**config.mk**
```make
export PLATFORM = sky130hd
export DESIGN_NAME = scr_div
export DESIGN_NICKNAME = d
export VERILOG_FILES = /design/src/hw/rtl/scr_pkg.sv /design/src/hw/rtl/scr_div.sv
export SDC_FILE = /design/constraint.sdc
export NUM_CORES = 1
export LEC_CHECK = 0
export BUFFER_PORTS_ARGS = -buffer_cell sky130_fd_sc_hd__buf_2
export CAP_MARGIN = 30
export CORE_ASPECT_RATIO = 0.75
export CORE_MARGIN = 2
export CORE_UTILIZATION = 64
export CTS_BUF_LIST = sky130_fd_sc_hd__clkbuf_8
export CTS_CLUSTER_SIZE = 40
export DETAILED_ROUTE_END_ITERATION = 12
export PLACE_DENSITY_LB_ADDON = 0.12
export SETUP_SLACK_MARGIN = 0.4
export SYNTH_ARGS = -nofsm -noshare
export SYNTH_HDL_FRONTEND = slang
export SYNTH_SLANG_ARGS = --single-unit
```
**constraint.sdc**
```tcl
create_clock -name clk -period 7.4 [get_ports clk]
set_input_delay 0 -clock clk [delete_from_list [all_inputs] [get_ports clk]]
set_output_delay 0 -clock clk [all_outputs]
set_load 0.005 [all_outputs]
```
**src/hw/rtl/scr_pkg.sv**
```systemverilog
// Shared constants, types and helpers for the stick relaxation core.
package scr_pkg;

    localparam int MAX_PARTICLES = 64;
    localparam int MAX_STICKS    = 128;
    localparam int SLEEP_LIMIT   = 3;

    localparam int PART_AW  = (MAX_PARTICLES > 1) ? $clog2(MAX_PARTICLES) : 1;
    localparam int STICK_AW = (MAX_STICKS > 1) ? $clog2(MAX_STICKS) : 1;
    localparam int PCNT_W   = $clog2(MAX_PARTICLES + 1);
    localparam int SCNT_W   = $clog2(MAX_STICKS + 1);

    localparam int WORD_W     = 32;
    localparam int VEC_W      = 3 * WORD_W;
    localparam int LEN_W      = 31;
    localparam int END_W      = 6;
    localparam int CFG_IDX_W  = 3;
    localparam int CFG_DATA_W = 24;
    localparam int STEP_W     = 24;

    // shared multiplier
    localparam int MUL_W  = 34;
    localparam int PROD_W = 2 * MUL_W;

    // iterative divider and root
    localparam int DVD_W      = 64;
    localparam int DVS_W      = 33;
    localparam int DIV_CNT_W  = $clog2(DVD_W + 1);
    localparam int RAD_W      = 64;
    localparam int ROOT_W     = 32;
    localparam int SQRT_CNT_W = $clog2(ROOT_W + 1);

    typedef enum logic [1:0] {
        KIND_PARTICLE = 2'd0,
        KIND_STICK    = 2'd1,
        KIND_RUN      = 2'd2
    } kind_t;

    typedef enum logic [1:0] {
        STK_NORMAL   = 2'd0,
        STK_MIN_DIST = 2'd1,
        STK_CLOTH    = 2'd2
    } stk_type_t;

    typedef enum logic [CFG_IDX_W-1:0] {
        CFG_STEP   = 3'd0,
        CFG_ITER   = 3'd1,
        CFG_PCOUNT = 3'd2,
        CFG_SCOUNT = 3'd3,
        CFG_SLEEP  = 3'd4
    } cfg_idx_t;

    typedef struct packed {
        logic [1:0]       stype;
        logic [END_W-1:0] eb;
        logic [END_W-1:0] ea;
        logic [LEN_W-1:0] len;
    } stick_t;

    typedef enum logic [4:0] {
        ST_IDLE, ST_PRED_RD, ST_PRED_MUL, ST_PRED_ADD, ST_PRED_WR,
        ST_RLX_RD, ST_RLX_CHK, ST_RLX_RDB, ST_RLX_DIF, ST_RLX_SQ, ST_RLX_ACC,
        ST_RLX_Q, ST_RLX_QW, ST_RLX_SQRT, ST_RLX_NMUL, ST_RLX_NDIV, ST_RLX_NWAIT,
        ST_RLX_NORM, ST_RLX_CDIV, ST_RLX_CMUL, ST_RLX_CSH, ST_RLX_UPDA,
        ST_RLX_UPDB, ST_RLX_NEXT, ST_WB_RD, ST_WB_DIV, ST_WB_WAIT, ST_WB_WR,
        ST_EMIT_RD, ST_EMIT_LD
    } state_t;

    function automatic logic signed [WORD_W-1:0] sat32(input logic signed [PROD_W-1:0] x);
        if (x > 68'sd2147483647)
            return 32'sh7FFFFFFF;
        else if (x < -68'sd2147483648)
            return 32'sh80000000;
        else
            return x[WORD_W-1:0];
    endfunction

endpackage

```
**src/hw/rtl/scr_div.sv**
```systemverilog
// Restoring divider, one quotient bit per cycle, truncates toward zero.
module scr_div (
    input  logic                               clk,
    input  logic                               rst_n,
    input  logic                               start,
    input  logic signed [scr_pkg::DVD_W-1:0]   num,
    input  logic        [scr_pkg::DVS_W-1:0]   den,
    output logic                               busy,
    output logic                               done,
    output logic signed [scr_pkg::DVD_W-1:0]   quot
);
    import scr_pkg::*;

    logic [DVD_W-1:0]     dvd_reg;
    logic [DVS_W:0]       rem_reg;
    logic [DVS_W-1:0]     den_reg;
    logic                 neg_reg;
    logic [DIV_CNT_W-1:0] cnt_reg;
    logic                 busy_reg;
    logic                 done_reg;
    logic [DVS_W:0]       rem_sh;
    logic                 fits;

    assign rem_sh = {rem_reg[DVS_W-1:0], dvd_reg[DVD_W-1]};
    assign fits   = rem_sh >= {1'b0, den_reg};

    always_ff @(posedge clk or negedge rst_n)
    begin
        if (!rst_n)
        begin
            busy_reg <= 1'b0;
            done_reg <= 1'b0;
            cnt_reg  <= '0;
        end
        else
        begin
            done_reg <= 1'b0;
            if (start)
            begin
                busy_reg <= 1'b1;
                cnt_reg  <= DIV_CNT_W'(DVD_W);
            end
            else if (busy_reg)
            begin
                cnt_reg <= cnt_reg - 1'b1;
                if (cnt_reg == DIV_CNT_W'(1))
                begin
                    busy_reg <= 1'b0;
                    done_reg <= 1'b1;
                end
            end
        end
    end

    always_ff @(posedge clk)
    begin
        if (start)
        begin
            dvd_reg <= num[DVD_W-1] ? DVD_W'(-num) : DVD_W'(num);
            neg_reg <= num[DVD_W-1];
            den_reg <= den;
            rem_reg <= '0;
        end
        else if (busy_reg)
        begin
            rem_reg <= fits ? (rem_sh - {1'b0, den_reg}) : rem_sh;
            dvd_reg <= {dvd_reg[DVD_W-2:0], fits};
        end
    end

    assign busy = busy_reg;
    assign done = done_reg;
    assign quot = neg_reg ? -$signed(dvd_reg) : $signed(dvd_reg);

endmodule

```
==> impl_metrics.env <==
export IMPL_synth_area_um2=9910
export IMPL_syn_area_per_cell_um2=9.05
export IMPL_met1_usage=0.460
export IMPL_required_ns=7.40
export IMPL_boundaryPins=166
export IMPL_hpwl_um=16700
export IMPL_vdd_drop_max_mv=0.248
export IMPL_period_share=0.553
export IMPL_routabilityCongestion=0.909
export IMPL_synth_fp_nets=1233
export IMPL_initial_core_util=0.653
export IMPL_finalClockSkew_ns=0.0149
export IMPL_min_delay_path_class="in -> reg"
export IMPL_use_met3=0.0697
export IMPL_floorplan_die_area_um2=16500
export IMPL_report_final_slew_viol_count=0
export IMPL_ys_seq_area_frac=0.386
export IMPL_rsz0062_at_grt="no"
export IMPL_fillers=969
export IMPL_power_leakage_nw=4.87
export IMPL_grt_pass1_vias=8558
export IMPL_drt_total_wl_um=26400
export IMPL_rows=39
export IMPL_wire_per_inst_um=17.2
export IMPL_yosysUniqueCellTypes=74
export IMPL_ys_ff_latch=140
export IMPL_synth_edf_count=98
export IMPL_diodes=0
export IMPL_setup_viol=0
export IMPL_grt_antenna_before_repair=0
export IMPL_root_buffer="clkbuf_8"
export IMPL_dr_pass1_iters=6
export IMPL_remaining_drc_errors=0
export IMPL_coreArea_um2=15200
export IMPL_grt_ovfl_total=0
export IMPL_dp_cells=1412
export IMPL_critical_path_class="reg -> out"
export IMPL_cts_tree="done"
export IMPL_worstPathArrival_ns=4.09
export IMPL_r2r_slack_ns=4.00
export IMPL_fin_cells=1538
export IMPL_p_per_area_nw_per_um2=265
export IMPL_hold_viol_final=0
export IMPL_endpoint_kind="primary output"
export IMPL_grtUsageMet2=0.489
export IMPL_cts_sinks=140
export IMPL_cts_path_max_buffers=2
export IMPL_postLayoutCellArea_um2=12200
export IMPL_num_vias=9222
export IMPL_cp_max_fo=6
export IMPL_drt_vias_per_instance=6.00
export IMPL_ant_nets=0
export IMPL_htree_levels=4
export IMPL_portBuffers=165
export IMPL_die_x_um=148
export IMPL_place_area_um2=10800
export IMPL_drt_initial_drc_count=1029
export IMPL_die_h_um=112
export IMPL_grt_max_degree=106
export IMPL_min_period_ns=4.09
export IMPL_worst_slew_pin_slew_ns=0.945
export IMPL_clock_latency_ns=0.46
export IMPL_grt_pass1_wl_um=42400
export IMPL_status="finished clean"
export IMPL_pre_cts_ws_ns=3.92
export IMPL_clock_fmax_mhz=244
export IMPL_fin_ws_ns=3.31
export IMPL_yosys_warnings=0
export IMPL_worstSetupStartpointType="flop"
export IMPL_maxCapViolCount=0
export IMPL_clk_pin_slew_ns=0.09
export IMPL_async_flop_share=0.0643
export IMPL_track_usage=0.320
export IMPL_fin_tns_setup_ns=0
export IMPL_syn_to_final_growth_pct=22.9
export IMPL_cts_setup_buffers=0
export IMPL_largest_register_ffs=64
export IMPL_fin_nets=1458
export IMPL_grt_busiest_layer="met2"
export IMPL_drive_above_1_share=0.179
export IMPL_slew_headroom=0.370
export IMPL_cts_buffers=17
export IMPL_synthCells=1095
export IMPL_ys_dominant_reg_cell="edfxtp_1"
## path summary, 6_finish.rpt
check                                   end  depth (start not counted)   startpoint
worst min-delay path            dvd_reg[51]                          3      num[51]
max in group asynchronous              busy                          3        rst_n
worst max-delay path               quot[53]                         10  dvd_reg[31]
worst min register to register  rem_reg[10]                          2  rem_reg[10]
min in group asynchronous        cnt_reg[2]                          3        rst_n
worst max register to register  rem_reg[31]                         11  dvd_reg[63]
## through the flow
| step | power (W) | utilization | hold slack [ns] |
|---|---|---|---|
| 2_1_floorplan | 0.00215 | - | -0.296 |
| 3_3_place_gp | 0.00248 | 0.713 | -0.128 |
| 3_5_place_dp | 0.00251 | 0.713 | -0.127 |
| 4_1_cts | 0.00320 | 0.802 | 0.00438 |
| 5_1_grt | 0.00345 | 0.803 | 0.0111 |
| 6_report | 0.00323 | 0.803 | 0.0175 |
## placed cells by master, fill, tap and decap left out, types with 53 or more instances in the layout
cell type / n
dlygate4sd3_1: 93
inv_1: 53
buf_2: 164
a21oi_1: 115
o21ai_0: 63
nor2_1: 127
xor2_1: 69
edfxtp_1: 98
xnor2_1: 87
nand2_1: 62
## timing repair
item	in CTS	in global routing
hold buffers	93	0
hold endpoints to repair	101	0
setup endpoints to repair	0	0
gates resized for setup	0	0
## report_power, final
group,switching [W],internal (W)
logic,0.000774,0.000630
registers,0.000159,0.00102
clock network,0.000307,0.000346
## area by class of cell
| class | instances | area (µm²) | share of cell area |
|---|---|---|---|
| Inverter | 52 | 195 | 0.0160 |
| Tap cell | 205 | 256 | 0.0210 |
| Timing Repair Buffer | 265 | 1830 | 0.150 |
| Multi-Input combinational cell | 844 | 5670 | 0.465 |
| Sequential cell | 140 | 3830 | 0.314 |
| Clock inverter | 13 | 150 | 0.0123 |
| Clock buffer | 19 | 262 | 0.0215 |
## metal layers
metal	wire length (µm)	vias up
li1	-	4444
met1	11600	4209
met2	11800	507
met3	2400	62
met4	609	0
met5	0	-
## cell families after synthesis
family,count (synthesis),synth area share
xor gates and xnor gates,156,0.138
AOI/OAI and AO/OA,322,0.209
DFF,140,0.386
muxes,9,0.00921
and+or+nand+nor,319,0.166
buffers and inverters,111,0.0430
adders and majority gates,38,0.0487
## worst max-delay path, stage by stage (launching register included)
cell and delay [ns]:
edfxtp_1 0.47, or4_1 0.62, nor4_1 0.27, inv_1 0.13, or3_1 0.38, or3_4 0.43, or3_1 0.38, or2_1 0.34
o21ai_0 0.31, xnor2_1 0.17, buf_2 0.14
## cell usage after synthesis (9+ instances only)
master / count / area [µm²]
nor2_1: 127 / 477
a21oi_1: 115 / 576
edfxtp_1: 98 / 2940
xnor2_1: 87 / 762
xor2_1: 69 / 604
o21ai_0: 63 / 315
nand2_1: 62 / 233
inv_1: 52 / 195
clkbuf_1: 51 / 191
o31ai_1: 39 / 293
ha_1: 37 / 463
dfxtp_1: 33 / 661
a211oi_1: 24 / 180
nand2b_1: 18 / 113
o41ai_1: 18 / 158
or4_1: 15 / 113
or3_1: 12 / 75.1
nand3_1: 11 / 55.1
a21o_1: 9 / 67.6
dfrtp_1: 9 / 225
(Power assumes the default switching activity.)
