### src/hw/rtl/scr_pkg.sv
// Shared constants, types and helpers for the stick relaxation core.
package scr_pkg;

    localparam int MAX_PARTICLES = 64;
    localparam int MAX_STICKS    = 128;
    localparam int SLEEP_LIMIT   = 3;

    localparam int PART_AW  = (MAX_PARTICLES > 1) ? $clog2(MAX_PARTICLES) : 1;
    localparam int STICK_AW = (MAX_STICKS > 1) ? $clog2(MAX_STICKS) : 1;
    localparam int PCNT_W   = $clog2(MAX_PARTICLES + 1);
    localparam int SCNT_W   = $clog2(MAX_STICKS + 1);

    localparam int WORD_W     = 32;
    localparam int VEC_W      = 3 * WORD_W;
    localparam int LEN_W      = 31;
    localparam int END_W      = 6;
    localparam int CFG_IDX_W  = 3;
    localparam int CFG_DATA_W = 24;
    localparam int STEP_W     = 24;

    // shared multiplier
    localparam int MUL_W  = 34;
    localparam int PROD_W = 2 * MUL_W;

    // iterative divider and root
    localparam int DVD_W      = 64;
    localparam int DVS_W      = 33;
    localparam int DIV_CNT_W  = $clog2(DVD_W + 1);
    localparam int RAD_W      = 64;
    localparam int ROOT_W     = 32;
    localparam int SQRT_CNT_W = $clog2(ROOT_W + 1);

    typedef enum logic [1:0] {
        KIND_PARTICLE = 2'd0,
        KIND_STICK    = 2'd1,
        KIND_RUN      = 2'd2
    } kind_t;

    typedef enum logic [1:0] {
        STK_NORMAL   = 2'd0,
        STK_MIN_DIST = 2'd1,
        STK_CLOTH    = 2'd2
    } stk_type_t;

    typedef enum logic [CFG_IDX_W-1:0] {
        CFG_STEP   = 3'd0,
        CFG_ITER   = 3'd1,
        CFG_PCOUNT = 3'd2,
        CFG_SCOUNT = 3'd3,
        CFG_SLEEP  = 3'd4
    } cfg_idx_t;

    typedef struct packed {
        logic [1:0]       stype;
        logic [END_W-1:0] eb;
        logic [END_W-1:0] ea;
        logic [LEN_W-1:0] len;
    } stick_t;

    typedef enum logic [4:0] {
        ST_IDLE, ST_PRED_RD, ST_PRED_MUL, ST_PRED_ADD, ST_PRED_WR,
        ST_RLX_RD, ST_RLX_CHK, ST_RLX_RDB, ST_RLX_DIF, ST_RLX_SQ, ST_RLX_ACC,
        ST_RLX_Q, ST_RLX_QW, ST_RLX_SQRT, ST_RLX_NMUL, ST_RLX_NDIV, ST_RLX_NWAIT,
        ST_RLX_NORM, ST_RLX_CDIV, ST_RLX_CMUL, ST_RLX_CSH, ST_RLX_UPDA,
        ST_RLX_UPDB, ST_RLX_NEXT, ST_WB_RD, ST_WB_DIV, ST_WB_WAIT, ST_WB_WR,
        ST_EMIT_RD, ST_EMIT_LD
    } state_t;

    function automatic logic signed [WORD_W-1:0] sat32(input logic signed [PROD_W-1:0] x);
        if (x > 68'sd2147483647)
            return 32'sh7FFFFFFF;
        else if (x < -68'sd2147483648)
            return 32'sh80000000;
        else
            return x[WORD_W-1:0];
    endfunction

endpackage

### src/hw/rtl/scr_sqrt.sv
// Digit-by-digit integer square root, one root bit per cycle.
module scr_sqrt (
    input  logic                         clk,
    input  logic                         rst_n,
    input  logic                         start,
    input  logic [scr_pkg::RAD_W-1:0]    rad,
    output logic                         done,
    output logic [scr_pkg::ROOT_W-1:0]   root
);
    import scr_pkg::*;

    logic [RAD_W-1:0]      rad_reg;
    logic [ROOT_W+2:0]     rem_reg;
    logic [ROOT_W-1:0]     root_reg;
    logic [SQRT_CNT_W-1:0] cnt_reg;
    logic                  busy_reg;
    logic                  done_reg;
    logic [ROOT_W+2:0]     rem_sh;
    logic [ROOT_W+2:0]     trial;
    logic                  fits;

    assign rem_sh = {rem_reg[ROOT_W:0], rad_reg[RAD_W-1 -: 2]};
    assign trial  = {1'b0, root_reg, 2'b01};
    assign fits   = rem_sh >= trial;

    always_ff @(posedge clk or negedge rst_n)
    begin
        if (!rst_n)
        begin
            busy_reg <= 1'b0;
            done_reg <= 1'b0;
            cnt_reg  <= '0;
        end
        else
        begin
            done_reg <= 1'b0;
            if (start)
            begin
                busy_reg <= 1'b1;
                cnt_reg  <= SQRT_CNT_W'(ROOT_W);
            end
            else if (busy_reg)
            begin
                cnt_reg <= cnt_reg - 1'b1;
                if (cnt_reg == SQRT_CNT_W'(1))
                begin
                    busy_reg <= 1'b0;
                    done_reg <= 1'b1;
                end
            end
        end
    end

    always_ff @(posedge clk)
    begin
        if (start)
        begin
            rad_reg  <= rad;
            rem_reg  <= '0;
            root_reg <= '0;
        end
        else if (busy_reg)
        begin
            rad_reg  <= {rad_reg[RAD_W-3:0], 2'b00};
            rem_reg  <= fits ? (rem_sh - trial) : rem_sh;
            root_reg <= {root_reg[ROOT_W-2:0], fits};
        end
    end

    assign done = done_reg;
    assign root = root_reg;

endmodule

### config.mk
export PLATFORM = sky130hd
export DESIGN_NAME = scr_sqrt
export DESIGN_NICKNAME = d
export VERILOG_FILES = /design/src/hw/rtl/scr_pkg.sv /design/src/hw/rtl/scr_sqrt.sv
export SDC_FILE = /design/constraint.sdc
export NUM_CORES = 1
export LEC_CHECK = 0
export BUFFER_PORTS_ARGS = -buffer_cell sky130_fd_sc_hd__buf_2
export CAP_MARGIN = 20
export CORE_MARGIN = 5
export CORE_UTILIZATION = 63
export CTS_CLUSTER_SIZE = 40
export DETAILED_ROUTE_END_ITERATION = 16
export GPL_TIMING_DRIVEN = 0
export PLACE_DENSITY = 0.82
export SETUP_SLACK_MARGIN = 0.05
export SLEW_MARGIN = 20
export SYNTH_ARGS = -nofsm -noshare
export SYNTH_HDL_FRONTEND = slang
export SYNTH_SLANG_ARGS = --single-unit
### constraint.sdc
create_clock -name clk -period 5.3 [get_ports clk]
set_input_delay 0.53 -clock clk [delete_from_list [all_inputs] [get_ports clk]]
set_output_delay 0.53 -clock clk [all_outputs]
set_load 0.03 [all_outputs]
==> results by group, run 1 <==
Logic synthesis
  – Mean Syn Cell Area: 10.17 sq um
  – Synth Register Bits: 137
  – Synth Warn #: 0
  – Most common cell in the netlist: nor2_1
  – Ys async rst share: 5.839%
  – Post-synth EDFFs: 64
  – Post-synthesis sequential area ratio: 45.19%
  – Synth top area share: 25.37%
  – Unique masters post-synth: 60
  – Synth area leaders: edfxtp_1, dfxtp_1, mux2_2
  – Syn Nets: 848
  – Netlist Area Pre-Place: 7576 sq um
  – Post-synth top cells: nor2_1, dfxtp_1, edfxtp_1
  – Synth Flop Type: dfxtp_1
  – Cells after Synth: 745
  – Cell taking the most area after synthesis: edfxtp_1

Power and ir drop
  – Leak pwr: 3.923 nW
  – Power density over cell area: 556.1 nW/um^2
  – Worst vdd ir: 0.2619 mV

Clock network
  – Max clock buf depth: 2
  – Reg clk slew, reported paths: 60 ps
  – Clock Sinks: 137
  – H-tree Lvls: 4
  – CTS Root Cell: clkbuf_16
  – Worst-Skew Late Latency: 430 ps
  – Cts repair resizes: 0
  – CTS tree: built
  – Num CTS Buffers: 17

Placed design
  – DP HPWL: 13.44 mm
  – GPL Wtd Cong: 0.9789
  – Port Buf Inserts: 99
  – Dpl cells: 991

Drt
  – Total Wirelength: 18.31 mm
  – Top layer in use: met4
  – Vias per inst: 5.898
  – Initial drt markers: 297
  – DRC Markers: 0
  – DR pass1 iterations: 5
  – DR vias: 6040
  – WL/cell: 17.88 um
  – Metal3 WL: 1.172 mm
  – WL met1: 7.437 mm
  – Metal2 WL: 9.269 mm
  – Antenna viol nets, final: 0

Setup path
  – RR Endpoint: rem_reg[26]
  – WP buf/inv: 3
  – Reg2Reg Depth: 12
  – Crit Path Class: flip-flop to flip-flop
  – Startpoint Class: flip-flop
  – Slowest cell on the critical path: dfxtp_1
  – R2R Setup Slk: 2380 ps
  – Crit-path max FO: 10
  – Crit-path leading delay family: compound AO/OA/AOI/OAI gates
  – Worst path max stage delay: 390 ps
  – CP arrival: 3260 ps
  – Worst reg2reg startpoint: root[20]
  – CP required: 5650 ps
  – CP Capture Type: flip-flop
  – Worst path cell trace: inv_1, ha_1, a21o_1, a211o_1, o21ai_2, a31oi_1, nand3b_4, a31oi_4, buf_6, buf_2, nand3_1, o211ai_1

Outcome
  – Outcome: finished, final reports clean

Cells and area
  – Fin cells: 1024
  – Layout cells sized above 1: 24.40%
  – Area grow syn2layout: 16.60%
  – Nets: 967
  – Largest register FFs: 64
  – Antenna cells: 0

Timing
  – Worst-margin pin slew: 845.2 ps
  – Tcrit/Tclk final: 55.01%
  – RSZ-0062 raised after global routing: no
  – Fin Setup TNS: 0 ps
  – Worst clock skew: 11.53 ps
  – Max-slew violations: 0
  – Fin crit period: 2915 ps
  – Headroom to the max-slew limit: 43.65%
  – Setup violations, final: 0
  – Fmax: 0.3430 GHz
  – Final hold vios: 0

Worst hold path
  – Hold Crit Start: rad[35]
  – Hold worst-path end: rad_reg[35]
  – Hold Crit Depth: 2
  – Min-delay worst type: input pin to flip-flop

Global route
  – Initial antenna violation count: 0
  – Vias in the first global route: 6181
  – First-pass GRT wire length: 29.76 mm
  – Largest net degree at the start of global routing: 65
  – Grt ovf: 0
  – Global Route Usage Sum: 25.94%

Floorplan
  – DIE WIDTH: 119.7 um
  – Initial Utilization: 63.60%
  – Core box area: 11910 sq um
  – Die height: 119.7 um
  – Io pins: 100
  – DIE AREA: 14320 sq um
  – Row count: 40

Flow run
  – Max Cap Viol: 0
## worst reg2reg max path, stage by stage (launching register included)
cell and delay (ps):
dfxtp_1 390, inv_1 60, ha_1 370, a21o_1 230, a211o_1 280, o21ai_2 130
a31oi_1 110, nand3b_4 190, a31oi_4 290, buf_6 220, buf_2 300, nand3_1 150
o211ai_1 130
## routing by layer
| metal | track usage, % | up-vias |
|---|---|---|
| met3 | 7.163 | 37 |
| met2 | 45.27 | 196 |
| li1 | - | 2925 |
| met5 | 0 | - |
| met4 | 9.520 | 0 |
| met1 | 30.57 | 2882 |
## worst max path at each step
stage,startpoint,slack (ps),depth (start not counted),end
global placement,start,1410,5,rad_reg[42]
finish,root[20],2380,12,rem_reg[26]
detailed placement,start,2270,5,rad_reg[45]
global route,root[20],2190,12,rem_reg[26]
floorplan,start,2470,4,rad_reg[0]
CTS,root[20],2370,12,rem_reg[26]
## where the power goes
group,switching [mW],internal (mW)
registers,0.126,1.32
clock network,0.483,0.652
logic,1.33,1.00
## cell usage in the layout (no fill, tap or decap), types with 17 or more instances in the layout
cell type  instances
ha_1              36
edfxtp_1          64
nor2_1            84
a211oi_1          19
mux2i_1           50
buf_2            108
nand2_1           51
clkbuf_1          31
inv_1             41
o21ai_0           25
mux2_2            63
clkbuf_16         17
a21oi_1           36
dfxtp_1           65
xnor2_1           18
## logic make-up (layout without fill, tap and decap cells)
kind of cell | after synthesis | in the layout | share of synthesized area, %
xor+xnor | 32 | 32 | 3.699
mux | 113 | 113 | 15.97
buf+inv | 85 | 217 | 4.558
flops | 137 | 137 | 45.19
fa+ha+maj | 36 | 36 | 5.945
compound gates | 139 | 139 | 12.24
simple gates | 203 | 203 | 12.40
## stage by stage
stage	power (mW)	setup WS (ps)	util [%]	area [sq um]	hold WS, ps
floorplan	3.234	2471	-	7576	234.4
detailed placement	3.733	2270	69.33	8258	380.9
finish	4.912	2385	74.16	8833	403.1
global placement	3.663	1414	69.31	8255	372.4
global route	5.205	2195	74.16	8833	389.8
CTS	4.882	2366	74.16	8833	388.1
## area by class of cell
type,count,area [sq um]
Buffer,43,187.7
Clock buffer,17,425.4
Clock inverter,15,140.1
Fill cell,871,3078
Inverter,42,160.2
Multi-Input combinational cell,523,3807
Sequential cell,137,3423
Tap cell,147,183.9
Timing Repair Buffer,100,505.5
## repair_timing
action / in CTS / in global routing
hold endpoints to repair: 8 / 0
setup buffers: 0 / 0
hold buffers: 1 / 0
(Power assumes the default switching activity.)
==> inputs of run 2 (changes only) <==
CORE_UTILIZATION = 53   (was 63)
PLACE_DENSITY = 0.73   (was 0.82)
clock period = 2.4 ns   (was 5.3 ns; I/O delays follow)
==> results by group, run 2 (synthesis results as in run 1) <==
Worst hold path
  – Hold Crit Start: rad[0]
  – Min-delay worst type: input pin to flip-flop

Setup path
  – Crit path from: root[20]
  – Worst setup path endpoint: rem_reg[4]
  – WP buf/inv: 3
  – Reg2Reg Depth: 12
  – CP required: 2680 ps
  – Crit-path max FO: 6
  – Slowest cell on the critical path: a31oi_4
  – Crit Path Class: flip-flop to flip-flop
  – Startpoint Class: flip-flop
  – Crit-path leading delay family: compound AO/OA/AOI/OAI gates
  – Levels on crit path: 12
  – CP arrival: 2880 ps
  – Worst path cell trace: inv_2, ha_4, a21o_1, a211o_1, o21ai_2, a31oi_1, nand3b_4, a31oi_4, buf_12, buf_16, mux2i_2, a211oi_2
  – RR Endpoint: rem_reg[4]
  – R2R Setup Slk: -200 ps
  – Worst path max stage delay: 410 ps
  – CP Capture Type: flip-flop
  – Worst reg2reg startpoint: root[20]

Drt
  – DR vias: 6371
  – Initial drt markers: 561
  – DR pass1 iterations: 5
  – Metal3 WL: 1.213 mm
  – WL/cell: 17.88 um
  – Top layer in use: met4
  – Metal2 WL: 9.936 mm
  – Total Wirelength: 19.83 mm
  – WL met1: 7.949 mm
  – Vias per inst: 5.745
  – Antenna viol nets, final: 0
  – DRC Markers: 0

Outcome
  – Outcome: finished with violations
  – Failing checks: negative setup slack

Timing
  – Worst clock skew: 9.064 ps
  – Fmax: 0.3853 GHz
  – Headroom to the max-slew limit: 53.76%
  – Worst-margin pin slew: 693.5 ps
  – Setup WS post-layout: -195.6 ps
  – Tcrit/Tclk final: 108.1%
  – Final hold vios: 0
  – RSZ-0062 raised after global routing: yes
  – Setup violations, final: 33
  – Fin crit period: 2596 ps
  – Max-slew violations: 0

Cells and area
  – Fin cells: 1109
  – Antenna cells: 0
  – Fill cells: 959
  – Largest register FFs: 64
  – Commonest non-fill, non-tap cells in the layout: buf_2, nor2_1, edfxtp_1
  – Nets: 1019
  – Commonest non-fill, non-tap cell in the layout: buf_2
  – Core Util, Final: 72.82%
  – Area grow syn2layout: 33.94%
  – Layout cells sized above 1: 42.95%
  – Finished Cell Area: 10150 sq um

Clock network
  – Num CTS Buffers: 17
  – CTS Root Cell: clkbuf_16
  – Worst-Skew Late Latency: 430 ps
  – CTS tree: built
  – Reg clk slew, reported paths: 60 ps
  – H-tree Lvls: 4
  – Clock Sinks: 137
  – Max clock buf depth: 2

Floorplan
  – Initial Utilization: 54.37%
  – Io pins: 100
  – Core box area: 13930 sq um
  – Die height: 129.6 um
  – Row count: 43
  – DIE AREA: 16790 sq um
  – DIE WIDTH: 129.6 um

Global route
  – Initial antenna violation count: 0
  – Grt ovf: 0
  – Vias in the first global route: 6507
  – Global Route Usage Sum: 23.83%
  – First-pass GRT wire length: 31.86 mm
  – Largest net degree at the start of global routing: 32

Flow run
  – Max Cap Viol: 0

Placed design
  – Placed cell areas: 8553 sq um
  – DP HPWL: 13.27 mm
  – Dpl cells: 1025
  – Port Buf Inserts: 99
  – GPL Wtd Cong: 0.9367

Power and ir drop
  – Power density over cell area: 1310 nW/um^2
  – Worst vdd ir: 0.6483 mV
  – Leak pwr: 4.384 nW
-- run 2: cell type report --
class | count | area [sq um] | area share, %
Buffer | 35 | 211.5 | 2.084
Multi-Input combinational cell | 523 | 4410 | 43.46
Inverter | 42 | 163.9 | 1.615
Clock buffer | 18 | 429.2 | 4.229
Timing Repair Buffer | 159 | 1021 | 10.06
Tap cell | 180 | 225.2 | 2.219
Clock inverter | 14 | 170.2 | 1.677
Sequential cell | 137 | 3508 | 34.57
Timing Repair inverter | 1 | 7.507 | 0.07398
-- run 2: repair_timing --
| item | CTS | global route |
|---|---|---|
| resized for setup | 87 | 50 |
| endpoints found under the setup margin | 127 | 53 |
| gates cloned | 3 | 0 |
| endpoints found under the hold margin | 8 | 0 |
| buffers inserted | 42 | 15 |
| pin swaps | 34 | 27 |
| hold buffers | 1 | 0 |
-- run 2: power breakdown --
group / total (mW) / switching, mW / leakage, nW / internal (mW)
registers: 3.21 / 0.310 / 1.33 / 2.90
clock network: 2.69 / 1.05 / 0.285 / 1.64
logic: 7.39 / 3.74 / 2.77 / 3.65
-- run 2: metrics by stage --
stage	setup WS, ps	power [mW]	setup TNS (ps)	hold WS, ps
after global placement	-687.2	8.308	-48990	83.03
after global routing	-289.4	14.02	-6842	103.4
after CTS	-129.1	12.65	-2165	90.70
after detailed placement	-403.2	8.423	-23130	91.10
final	-195.6	13.29	-3617	102.4
after floorplan	49.00	7.353	0	-55.59
-- run 2: worst min-delay path by stage --
stage | to | slack, ps | cells after the start
after global routing | rad_reg[1] | 100 | 2
final | rad_reg[0] | 100 | 2
after CTS | rad_reg[0] | 90 | 2
after global placement | cnt_reg[4] | 80 | 1
after detailed placement | done | 90 | 1
after floorplan | busy_reg | -60 | 0
-- run 2: routing by layer --
metal	vias up	track usage (%)
li1	3022	-
met2	236	40.46
met1	3049	29.18
met5	-	0
met4	0	9.474
met3	64	5.853
==> inputs of run 3 (changes only) <==
CORE_ASPECT_RATIO = 1.2   (was unset)
==> results by group, run 3 (synthesis results as in run 1) <==
Global route
  – Vias in the first global route: 6783
  – Global Route Usage Sum: 24.37%
  – Largest net degree at the start of global routing: 39
  – First-pass GRT wire length: 32.87 mm
  – Initial antenna violation count: 0
  – Grt ovf: 0

Cells and area
  – Finished Cell Area: 9945 sq um
  – Area grow syn2layout: 31.26%
  – Largest register FFs: 64
  – Nets: 1007
  – Layout cells sized above 1: 41.44%
  – Antenna cells: 0
  – Commonest non-fill, non-tap cells in the layout: buf_2, nor2_1, edfxtp_1
  – Commonest non-fill, non-tap cell in the layout: buf_2
  – Fill cells: 1037

Timing
  – RSZ-0062 raised after global routing: yes
  – Fin crit period: 2545 ps
  – Tcrit/Tclk final: 106.0%
  – Fin Setup TNS: -2823 ps
  – Max-slew violations: 0
  – Headroom to the max-slew limit: 53.33%
  – Fmax: 0.3929 GHz
  – Worst-margin pin slew: 690.4 ps
  – Hold WS: 100.7 ps
  – Worst clock skew: 11.70 ps
  – Final hold vios: 0
  – Setup WS post-layout: -145.1 ps
  – Setup violations, final: 33

Drt
  – DRC Markers: 0
  – Metal2 WL: 10.19 mm
  – WL/cell: 18.48 um
  – Total Wirelength: 20.10 mm
  – Antenna viol nets, final: 0
  – DR vias: 6343
  – WL met1: 7.710 mm
  – Metal3 WL: 1.399 mm
  – Vias per inst: 5.830
  – Initial drt markers: 313
  – DR pass1 iterations: 5
  – Top layer in use: met4

Floorplan
  – Core box area: 13940 sq um
  – Die height: 141.0 um
  – DIE AREA: 16800 sq um
  – Initial Utilization: 54.36%
  – Io pins: 100
  – Row count: 47
  – DIE WIDTH: 119.1 um

Setup path
  – Worst path max stage delay: 350 ps
  – Slowest cell on the critical path: a31oi_4
  – WP buf/inv: 4
  – Crit Path Class: flip-flop to flip-flop
  – Worst path cell trace: inv_1, ha_4, clkbuf_8, buf_4, a31oi_2, o21ai_2, a21oi_4, nand3b_4, a31oi_4, buf_6, mux2i_1, a211oi_1
  – R2R Setup Slk: -150 ps
  – CP required: 2680 ps
  – CP Capture Type: flip-flop
  – Crit-path max FO: 7
  – CP arrival: 2820 ps
  – Startpoint Class: flip-flop
  – Crit-path leading delay family: compound AO/OA/AOI/OAI gates

Clock network
  – CTS Root Cell: clkbuf_16
  – Worst-Skew Late Latency: 430 ps
  – CTS tree: built
  – H-tree Lvls: 4
  – Num CTS Buffers: 17
  – Max clock buf depth: 2
  – Clock Sinks: 137
  – Reg clk slew, reported paths: 60 ps

Outcome
  – Failing checks: negative setup slack
  – Outcome: finished with violations

Worst hold path
  – Min-delay worst type: input pin to flip-flop

Placed design
  – Port Buf Inserts: 99
  – GPL Wtd Cong: 0.9406
  – DP HPWL: 13.66 mm
  – Placed cell areas: 8542 sq um
  – Pre-CTS setup slack: -329.3 ps

Power and ir drop
  – Leak pwr: 4.271 nW
  – Worst vdd ir: 0.5888 mV
  – Power density over cell area: 1288 nW/um^2

Flow run
  – Max Cap Viol: 0
[run 3: metal layers]
metal / GRT usage, % / vias to the layer above
met4: 12.02 / 0
met3: 6.891 / 73
li1: - / 3011
met2: 42.63 / 247
met1: 27.14 / 3012
met5: 0 / -
[run 3: report_power, final]
group | internal [mW] | switching [mW]
Clock | 1.36 | 1.11
Combinational | 3.42 | 3.70
Sequential | 2.90 | 0.323
Total | 7.68 | 5.13
[run 3: path summary, 6_finish.rpt]
| check | startpoint | endpoint | depth (start not counted) |
|---|---|---|---|
| worst max-delay path | root[16] | rem_reg[6] | 12 |
| worst min-delay path | rad[0] | rad_reg[0] | 2 |
| worst max register to register | root[16] | rem_reg[6] | 12 |
| max in group asynchronous | rst_n | busy_reg | 2 |
| worst min register to register | rem_reg[1] | rem_reg[1] | 2 |
| min in group asynchronous | rst_n | cnt_reg[3] | 2 |
[run 3: final cells by class]
cell class,count,area [sq um],share of cell area [%]
multi-input cells,523,4353,43.77
flip-flops and latches,137,3513,35.33
repair buffers,145,905.9,9.109
clock buffers,17,425.4,4.278
plain buffers,37,224.0,2.252
well taps,171,214.0,2.151
inverters,42,163.9,1.648
clock inverters,15,137.6,1.384
repair inverters,1,7.507,0.07549
[run 3: stage by stage]
stage,util [%],instances,power (mW)
final,71.35,1088,12.81
after global routing,71.35,1088,13.55
after CTS,70.11,1091,12.36
after detailed placement,61.29,1016,8.485
after global placement,61.15,1015,8.327
after floorplan,-,745,7.353
[run 3: worst reg2reg max path: stages, from the launching register on]
cell and delay (ps):
dfxtp_4 340, inv_1 90, ha_4 200, clkbuf_8 120, buf_4 150, a31oi_2 210
o21ai_2 110, a21oi_4 170, nand3b_4 100, a31oi_4 350, buf_6 230, mux2i_1 220
a211oi_1 100
[run 3: what timing repair did]
action                                  in CTS  in global routing
buffers inserted                            41                  3
pin swaps                                   19                 41
hold endpoints to repair                     8                  0
hold buffers                                 1                  0
resized for setup                           76                 63
endpoints found under the setup margin      73                 53
gates cloned                                 4                  0
